File: config.mk
export PLATFORM = sky130hd
export DESIGN_NAME = pfc_ctrl
export DESIGN_NICKNAME = d
export VERILOG_FILES = /design/src/design/pfc_pkg.sv /design/src/design/pfc_ctrl.sv
export SDC_FILE = /design/constraint.sdc
export NUM_CORES = 1
export LEC_CHECK = 0
export BUFFER_PORTS_ARGS = -buffer_cell sky130_fd_sc_hd__buf_2
export CORE_AREA = 4 4 41 43
export CTS_CLUSTER_SIZE = 28
export DETAILED_ROUTE_END_ITERATION = 10
export DIE_AREA = 0 0 45 47
export SLEW_MARGIN = 20
export SYNTH_ARGS = -nofsm -noshare
export SYNTH_HDL_FRONTEND = slang
export SYNTH_SLANG_ARGS = --single-unit
File: constraint.sdc
create_clock -name clk_i -period 1.8 [get_ports clk_i]
set_input_delay 0.09 -clock clk_i [delete_from_list [all_inputs] [get_ports clk_i]]
set_output_delay 0.09 -clock clk_i [all_outputs]
set_load 0.03 [all_outputs]
File: src/design/pfc_pkg.sv
package pfc_pkg;

  // geometry, bank and sector sizes are powers of two
  localparam int unsigned BANK_BYTES   = 65536;
  localparam int unsigned SECTOR_BYTES = 4096;
  localparam int unsigned NUM_BANKS    = 2;

  localparam int unsigned STORE_BYTES = BANK_BYTES * NUM_BANKS;
  localparam int unsigned BANK_AW     = $clog2(BANK_BYTES);
  localparam int unsigned STORE_AW    = $clog2(STORE_BYTES);
  localparam int unsigned ADDR_W      = 16;
  localparam int unsigned DATA_W      = 8;

  // erase extents, clipped to bank and store
  localparam int unsigned SECT_LEN    = (SECTOR_BYTES > BANK_BYTES) ? BANK_BYTES : SECTOR_BYTES;
  localparam int unsigned CHIP_LEN_S  = BANK_BYTES;
  localparam int unsigned CHIP_LEN_L  = (2 * BANK_BYTES > STORE_BYTES) ? STORE_BYTES
                                                                       : 2 * BANK_BYTES;
  localparam logic [STORE_AW-1:0] SECT_LAST   = STORE_AW'(SECT_LEN - 1);
  localparam logic [STORE_AW-1:0] CHIP_LAST_S = STORE_AW'(CHIP_LEN_S - 1);
  localparam logic [STORE_AW-1:0] CHIP_LAST_L = STORE_AW'(CHIP_LEN_L - 1);
  localparam logic [STORE_AW-1:0] STORE_LAST  = STORE_AW'(STORE_BYTES - 1);
  localparam logic                BANK_MASK   = 1'(NUM_BANKS - 1);

  // bus command sequence
  localparam logic [ADDR_W-1:0] ADDR_CMD      = 16'h5555;
  localparam logic [ADDR_W-1:0] ADDR_UNLOCK   = 16'h2AAA;
  localparam logic [ADDR_W-1:0] ADDR_BANK     = 16'h0000;
  localparam logic [ADDR_W-1:0] ADDR_ID_MFR   = 16'h0000;
  localparam logic [ADDR_W-1:0] ADDR_ID_DEV   = 16'h0001;
  localparam logic [DATA_W-1:0] DATA_UNLOCK1  = 8'hAA;
  localparam logic [DATA_W-1:0] DATA_UNLOCK2  = 8'h55;
  localparam logic [DATA_W-1:0] CMD_ID_ENTER  = 8'h90;
  localparam logic [DATA_W-1:0] CMD_ID_EXIT   = 8'hF0;
  localparam logic [DATA_W-1:0] CMD_ERASE     = 8'h80;
  localparam logic [DATA_W-1:0] CMD_PROGRAM   = 8'hA0;
  localparam logic [DATA_W-1:0] CMD_BANK      = 8'hB0;
  localparam logic [DATA_W-1:0] CMD_CHIP_ERS  = 8'h10;
  localparam logic [DATA_W-1:0] CMD_SECT_ERS  = 8'h30;
  localparam logic [DATA_W-1:0] ID_MFR_S      = 8'h32;
  localparam logic [DATA_W-1:0] ID_DEV_S      = 8'h1B;
  localparam logic [DATA_W-1:0] ID_MFR_L      = 8'h62;
  localparam logic [DATA_W-1:0] ID_DEV_L      = 8'h13;
  localparam logic [DATA_W-1:0] ERASED_BYTE   = 8'hFF;

  localparam logic OP_READ  = 1'b0;
  localparam logic OP_WRITE = 1'b1;

  typedef enum logic [2:0] {
    PH_READY   = 3'd0,
    PH_UNLOCK1 = 3'd1,
    PH_UNLOCK2 = 3'd2,
    PH_ERASE   = 3'd3,
    PH_PROGRAM = 3'd4,
    PH_BANK    = 3'd5
  } pfc_phase_e;

  typedef enum logic [1:0] {
    ST_CLEAR = 2'd0,
    ST_IDLE  = 2'd1,
    ST_READ  = 2'd2,
    ST_SWEEP = 2'd3
  } pfc_state_e;

  // controller to datapath
  typedef struct packed {
    logic accept;
    logic load_rd;
    logic sweep_en;
  } pfc_cmd_t;

  // datapath to controller
  typedef struct packed {
    logic out_free;
    logic erase_go;
    logic sweep_last;
  } pfc_status_t;

endpackage

File: src/design/pfc_ctrl.sv
module pfc_ctrl
  import pfc_pkg::*;
(
  input  logic        clk_i,
  input  logic        rst_ni,
  input  logic        in_valid_i,
  input  logic        opcode_i,
  input  pfc_status_t status_i,
  output logic        in_ready_o,
  output pfc_cmd_t    cmd_o
);

  pfc_state_e state_q, state_d;

  always_ff @(posedge clk_i or negedge rst_ni) begin
    if (!rst_ni) begin
      state_q <= ST_CLEAR;
    end else begin
      state_q <= state_d;
    end
  end

  always_comb begin
    state_d = state_q;
    case (state_q)
      ST_CLEAR: begin
        if (status_i.sweep_last) begin
          state_d = ST_IDLE;
        end
      end
      ST_IDLE: begin
        if (in_valid_i && status_i.out_free) begin
          if (opcode_i == OP_READ) begin
            state_d = ST_READ;
          end else if (status_i.erase_go) begin
            state_d = ST_SWEEP;
          end
        end
      end
      ST_READ: begin
        state_d = ST_IDLE;
      end
      ST_SWEEP: begin
        if (status_i.sweep_last) begin
          state_d = ST_IDLE;
        end
      end
      default: begin
        state_d = ST_IDLE;
      end
    endcase
  end

  always_comb begin
    in_ready_o      = 1'b0;
    cmd_o.accept    = 1'b0;
    cmd_o.load_rd   = 1'b0;
    cmd_o.sweep_en  = 1'b0;
    case (state_q)
      ST_CLEAR: begin
        cmd_o.sweep_en = 1'b1;
      end
      ST_IDLE: begin
        in_ready_o   = status_i.out_free;
        cmd_o.accept = in_valid_i && status_i.out_free;
      end
      ST_READ: begin
        cmd_o.load_rd = 1'b1;
      end
      ST_SWEEP: begin
        cmd_o.sweep_en = 1'b1;
      end
      default: begin
        in_ready_o = 1'b0;
      end
    endcase
  end

endmodule

---- Word-level counts from Yosys, hierarchy flattened ----
Cells that the tools add are included.
storage, ports and cells
  register bits ........................... 2
  input bits .............................. 7
  output and inout bits ................... 4
operators by class
  equal/unequal tests ..................... 6
  muxes and demuxes ....................... 9
  reduce and logical (&&, ||, !) cells .... 4
operators by type and width
  kind                                                    count
  two-way mux 2 bit                                       4
  case mux 2 bit (3 select lines)                         1
  equality test 2 bit (second input constant)             2
  two-way mux 1 bit                                       4
  inequality test 3 bit (second input constant)           1
  AND reduction 3 bit                                     1
  equality test 2 x 1 -> 1 bit (second input constant)    1
  logical NOT 2 bit                                       1
  inequality test 2 x 1 -> 1 bit (second input constant)  1
  inequality test 2 bit (second input constant)           1
  OR reduction 2 bit                                      1
  logical AND 1 bit                                       1

---- Longest topological paths before layout ----
Gate-level depths: netlist of the first run.
  depth after elaboration ................. 4
  depth in mapped cells ................... 5

---- Least setup slack after synthesis of the first run ----
No wires, ideal clock.
  path kind ............................... register to register
  start point ............................. register state_q[0]
  end point ............................... register state_q[1]
  library setup time ...................... 0.136 ns
  data arrival time ....................... 1.299 ns
  data required time ...................... 1.664 ns
  path slack .............................. 0.365 ns
  stages on the path, launching flop included .. 6
  clock period less this slack ............ 1.435 ns
  path through ............................ dfrtp_1 > inv_1 > ha_1 > nand2b_1 > a31oi_1 > o311ai_1
on the way
  longest elaborated chain between the ends .. 4
ends and longest elaborated chain
  element                                                   line            source
  start: declaration                                        pfc_ctrl.sv:13  pfc_state_e state_q, state_d;
  start signal: assignment                                  pfc_ctrl.sv:19  state_q <= state_d;
  equality test 2 bit or logical NOT 2 bit (tied branches)  pfc_ctrl.sv:25  case (state_q)
  OR reduction 2 bit (no source line)                       -
  inequality test 2 x 1 -> 1 bit (no source line)           -
  AND reduction 3 bit (no source line)                      -
Parallel ways exist; a longest one is shown, timed or not.
A chain may end at the register's enable or synchronous reset.

---- Final worst setup path of the first run ----
Same ends and word-level chain as after synthesis.

==> key figures, run 1 <==
Clock tree
  – Clock Latency Late Sink: 0.22 ns
  – Clock root buffer: clkbuf_4
  – Post-cts sizing count: 0
  – CTS buffer count: 3
  – Longest Clk Path Bufs: 2
  – CTS tree: yes
  – Clk sink count: 2
  – H-tree levels: 1
  – Clock transition at path regs: 0.03 ns

Routing
  – Drt wl/cell: 9.19 µm
  – Final ANT Viol Nets: 0
  – DR iter-0 viols: 1
  – Routed vias/inst: 3.90
  – Routed vias: 203
  – Routed WL: 478 µm
  – DRC viols: 0
  – DRT Pass-1 Iters: 2

Job
  – Max Cap Viol: 0

Power
  – Clk pwr share: 20.7%
  – Power per cell area: 1550 mW/mm²
  – NetSw: 0.234 mW
  – Tot Pwr: 0.480 mW
  – Comb pwr share: 60.9%
  – Switching share of power: 48.7%
  – Pint: 0.246 mW
  – Seq pwr share: 18.4%
  – Pleak: 0.170 nW
  – Worst vdd ir: 649 µV

Synthesis
  – Mapped cell area: 208 µm²
  – Mapped Cells: 23
  – Post-synthesis simple-gate area fraction: 35.5%
  – Area fraction in compound gates after synthesis: 15.1%
  – Synth Warn #: 0
  – #FFs+latches synth: 2
  – Largest family of logic cells by synthesized area: simple AND/OR/NAND/NOR gates
  – Syn nets: 33
  – Syn avg cell area: 9.03 µm²
  – Sequential fraction of the synthesis area: 24.1%
  – Multiplexer area fraction after synthesis: 0%
  – Post-synthesis adder-cell area fraction: 18.1%
  – Number of distinct library cells after synthesis: 17
  – Post-Synth XOR/XNOR Area: 0%

Setup path
  – CP Capture Type: register
  – CP Launch Type: register
  – Arr. time, crit path: 1.44 ns
  – Req. time, crit path: 1.89 ns
  – Worst-path maximum fanout: 5
  – Setup CP Type: reg -> reg

STA
  – Max-slew violation count: 0
  – Worst-Margin Slew: 0.225 ns
  – Fin crit period: 1.35 ns
  – Sum Neg Setup Slack: 0 ns
  – Final period util: 75.2%
  – Worst clock skew: 0.000188 ns
  – Unrepaired setup endpoints after global routing: no
  – Slew headroom: 84.8%
  – Hold Vio Cnt, Final: 0
  – Final setup margin: 0.447 ns
  – Fmax: 0.739 GHz
  – Setup violations, final: 0

GRT
  – Initial antenna violation count: 0
  – Vias in the first global route: 212
  – Largest net degree at the start of global routing: 6
  – Total GRT Usage: 5.29%
  – First-pass GRT wire length: 772 µm
  – Grt ovf: 0

Cells and area
  – Multi-input logic area: 143 µm²
  – Number of fill cells in the layout: 150
  – Share of cells above drive strength 1: 40.5%
  – Final net count: 49
  – Layout area overhead: 48.8%
  – Max reg flops: 2
  – Register Area: 50.0 µm²
  – Finished Cell Area: 309 µm²
  – Top Registers: state_q: 2 flops
  – Antenna fix cells: 0
  – Largest Register: state_q

Die
  – Core area: 0.00130 mm²
  – Die width: 45 µm
  – Total die area: 0.00212 mm²
  – FP Rows: 13
  – Die Ht: 47 µm
  – IO Pins: 11
  – Initial Utilization: 16.0%

Placed design
  – Port buffer count: 10
  – Dpl hpwl: 375 µm
  – Pre-CTS WS: 0.456 ns
  – GPL Wtd Cong: 0.690
  – DP Area: 277 µm²

Outcome
  – Status: complete, no violations

Hold path
  – Hold Crit Class: in -> async
## worst paths after layout
| check | from | endpoint | slack [ns] | cells after the start |
|---|---|---|---|---|
| max reg2reg | state_q[0] | state_q[1] | 0.45 | 5 |
| min reg2reg | state_q[1] | state_q[1] | 0.65 | 2 |
| max | state_q[0] | state_q[1] | 0.45 | 5 |
| min in group clk_i | opcode_i | state_q[1] | 0.26 | 4 |
| min | rst_ni | state_q[0] | 0.18 | 2 |
| max in group asynchronous | rst_ni | state_q[1] | 1.52 | 2 |
## cells in the final DEF, fill, tap and decap left out, drive strengths merged
cell,count
dlygate4sd3,1
nand4,1
clkbuf,3
a211oi,1
nor3b,1
and3,1
o311ai,1
nor2,1
ha,3
and3b,1
dfrtp,2
nand2b,2
buf,10
a31oi,1
and2,3
o2111ai,1
inv,4
## worst max-delay path, stage by stage (launching register included)
cell	delay, ns
dfrtp_1	0.42
inv_1	0.07
ha_1	0.32
and3b_1	0.17
a31oi_1	0.14
o311ai_1	0.11
## synthesized netlist by cell type (all sizes together)
master	instances	share of area (%)
and3b	1	4.2
nor3b	1	3.6
nand4	1	3.0
nand2b	2	9.6
a31oi	1	3.0
o2111ai	1	4.2
o311ai	1	4.2
and3	1	3.0
a211oi	1	3.6
ha	3	18
and2	3	10
nor2	1	1.8
inv	4	7.2
dfrtp	2	24
## cell families (layout without fill, tap and decap cells)
kind of cell,Yosys count,after routing
AOI/OAI and AO/OA,4,4
adders and majority gates,3,3
buffers and inverters,4,18
and+or+nand+nor,10,10
DFF,2,2
## stage by stage
step	std cells	utilization, %	hold slack [ns]
after floorplan	23	-	-0.206
after detailed placement	48	21.3	-0.123
after global placement	48	21.3	-0.121
after CTS	52	23.8	0.171
after global routing	52	23.8	0.192
final	52	23.8	0.183
## layer usage
metal / GRT usage [%] / up-vias / share of wire, %
met5: 0 / - / 0
met4: 7.02 / 0 / 0
met3: 0 / 0 / 12
met2: 6.78 / 10 / 39
met1: 7.05 / 83 / 49
li1: - / 110 / -
## power groups by stage
stage	combinational (mW)	sequential [mW]	clock, mW
floorplan	0.231	0.0822	0
global placement	0.284	0.0873	0
detailed placement	0.291	0.0887	0
CTS	0.293	0.0882	0.106
global route	0.326	0.0924	0.103
finish	0.292	0.0882	0.0995
## timing repair
action	in CTS	in global routing
hold buffers	1	0
buffers inserted	0	0
endpoints found under the hold margin	2	0
## cell type report
cell class,instances,area share (%)
Multi-Input combinational cell,17,46.2
Timing Repair Buffer,11,19.4
Sequential cell,2,16.2
Clock buffer,3,7.29
Tap cell,15,6.07
Inverter,4,4.86
Note: power is estimated with default switching activity, not from simulation.
==> inputs of run 2 (changes only) <==
==> constraint.sdc (replaced) <==
create_clock -name clk_i -period 1.42 [get_ports clk_i]
set_input_delay 0.071 -clock clk_i [delete_from_list [all_inputs] [get_ports clk_i]]
set_output_delay 0.071 -clock clk_i [all_outputs]
set_load 0.03 [all_outputs]
==> run 2 against run 1 <==
Sequential power increased by 15%. Count of clock-buffer cells in the layout unchanged. Register-to-register slack got worse by 0.32 ns. Die area unchanged. Combinational power increased by 38%. Critical path type is now reg -> out. Largest power group unchanged.
==> key figures, run 2 (synthesized netlist as in run 1, its figures left out) <==
Placed design
  – Port buffer count: 10 (unchanged)
  – DP Area: 287 µm² (+3.6%)
  – Dpl hpwl: 391 µm (+4.2%)
  – GPL Wtd Cong: 0.685 (-0.68%)

Setup path
  – CP Launch Type: register
  – Arr. time, crit path: 1.27 ns (-0.17 ns)
  – CP Capture Type: primary output
  – Worst-path maximum fanout: 4 (-1)
  – Setup CP Type: reg -> out
  – Req. time, crit path: 1.35 ns (-0.54 ns)
  – R2R setup slack: 0.13 ns (-0.32 ns)

Routing
  – DRT Pass-1 Iters: 2 (unchanged)
  – DR iter-0 viols: 1 (unchanged)
  – Final ANT Viol Nets: 0 (unchanged)
  – Routed vias/inst: 4.13 (+5.8%)
  – DRC viols: 0 (unchanged)
  – Routed WL: 475 µm (-0.63%)
  – Drt wl/cell: 8.96 µm (-2.5%)
  – Routed vias: 219 (+7.9%)

Die
  – IO Pins: 11 (unchanged)
  – FP Rows: 13 (unchanged)
  – Core area: 0.00130 mm² (unchanged)
  – Total die area: 0.00212 mm² (unchanged)
  – Die Ht: 47 µm (unchanged)
  – Die width: 45 µm (unchanged)
  – Initial Utilization: 16.0% (unchanged)

Hold path
  – Hold Crit Class: in -> async

GRT
  – First-pass GRT wire length: 779 µm (+0.91%)
  – Initial antenna violation count: 0 (unchanged)
  – Total GRT Usage: 5.61% (+0.32 points)
  – Grt ovf: 0 (unchanged)
  – Largest net degree at the start of global routing: 5 (-1)
  – Vias in the first global route: 205 (-3.3%)

Cells and area
  – Commonest non-fill, non-tap cells in the layout: 9 x buf_2, 4 x inv_1, 3 x clkbuf_4
  – Finished Cell Area: 322 µm² (+4.0%)
  – Most common cell after layout, fill and taps aside: buf_2
  – Share of cells above drive strength 1: 44.7% (+4.2 points)
  – Number of fill cells in the layout: 155 (+3.3%)
  – Largest Register: state_q
  – Max reg flops: 2 (unchanged)
  – Antenna fix cells: 0 (unchanged)
  – Final net count: 50 (+2.0%)
  – Top Registers: state_q: 2 flops
  – Layout area overhead: 54.8%

Job
  – Max Cap Viol: 0 (unchanged)

STA
  – Worst-Margin Slew: 0.224 ns (-0.00119 ns)
  – Max-slew violation count: 0 (unchanged)
  – Worst clock skew: 0.000397 ns (+0.000209 ns)
  – Setup violations, final: 0 (unchanged)
  – Fin crit period: 1.34 ns
  – Fmax: 0.744 GHz
  – Unrepaired setup endpoints after global routing: no
  – Slew headroom: 84.9% (about the same)
  – Final period util: 94.6%
  – Hold Vio Cnt, Final: 0 (unchanged)
  – Sum Neg Setup Slack: 0 ns (unchanged)

Power
  – Pleak: 0.172 nW (+1.5%)
  – Power per cell area: 1970 mW/mm² (+27%)
  – Worst vdd ir: 490 µV (-25%)
  – Tot Pwr: 0.633 mW (+32%)

Clock tree
  – Clock transition at path regs: 0.03 ns (about the same)
  – Clock root buffer: clkbuf_4
  – CTS tree: yes
  – Clock Latency Late Sink: 0.23 ns (about the same)
  – CTS buffer count: 3 (unchanged)
  – Longest Clk Path Bufs: 2 (unchanged)
  – Clk sink count: 2 (unchanged)
  – Post-CTS Setup Bufs: 0 (unchanged)
  – H-tree levels: 1 (unchanged)

Outcome
  – Status: complete, no violations
[run 2: final timing paths]
kind,to,cells after the start,startpoint
max,cmd_o[2],4,state_q[0]
min,state_q[0],2,rst_ni
max reg2reg,state_q[0],4,state_q[1]
min reg2reg,state_q[1],2,state_q[1]
max in group asynchronous,state_q[1],2,rst_ni
min in group clk_i,state_q[1],4,opcode_i
[run 2: final cells by class]
class	count	area (µm²)	area share [%]
Tap cell	15	18.8	5.84
Inverter	4	15.0	4.67
Timing Repair Buffer	12	70.1	21.8
Clock buffer	3	22.5	7.00
Sequential cell	2	50.0	15.6
Multi-Input combinational cell	17	145	45.1
[run 2: routing by layer]
| metal | vias up | track usage [%] | wire (µm) |
|---|---|---|---|
| met1 | 92 | 6.59 | 221 |
| met3 | 2 | 2.68 | 61 |
| li1 | 113 | - | - |
| met2 | 12 | 6.50 | 177 |
| met4 | 0 | 7.02 | 15 |
| met5 | - | 0 | 0 |
[run 2: timing repair]
action,4_1_cts,5_1_grt
hold buffers,1,0
hold endpoints to repair,2,0
gates resized for setup,0,2
setup endpoints to repair,0,1
[run 2: stage by stage]
stage / utilization [%] / worst slack [ns] / std cells / hold slack, ns
after floorplan: - / 0.0558 / 23 / -0.225
after global placement: 22.0 / 0.176 / 49 / -0.142
after detailed placement: 22.0 / 0.140 / 49 / -0.143
after CTS: 24.5 / 0.0554 / 53 / 0.151
after global routing: 24.7 / 0.00394 / 53 / 0.165
final: 24.7 / 0.0766 / 53 / 0.157
[run 2: critical path, cell delays in order (launching register included)]
cell and delay, ns:
dfrtp_1 0.37, buf_4 0.15, ha_1 0.21, and3_1 0.15
buf_4 0.16
[run 2: report_power, final]
part	internal (mW)	switching (mW)	leakage [nW]	total [mW]
Clock	0.0934	0.0345	0.0138	0.128
Sequential	0.0849	0.0166	0.0223	0.101
Combinational	0.153	0.251	0.136	0.404
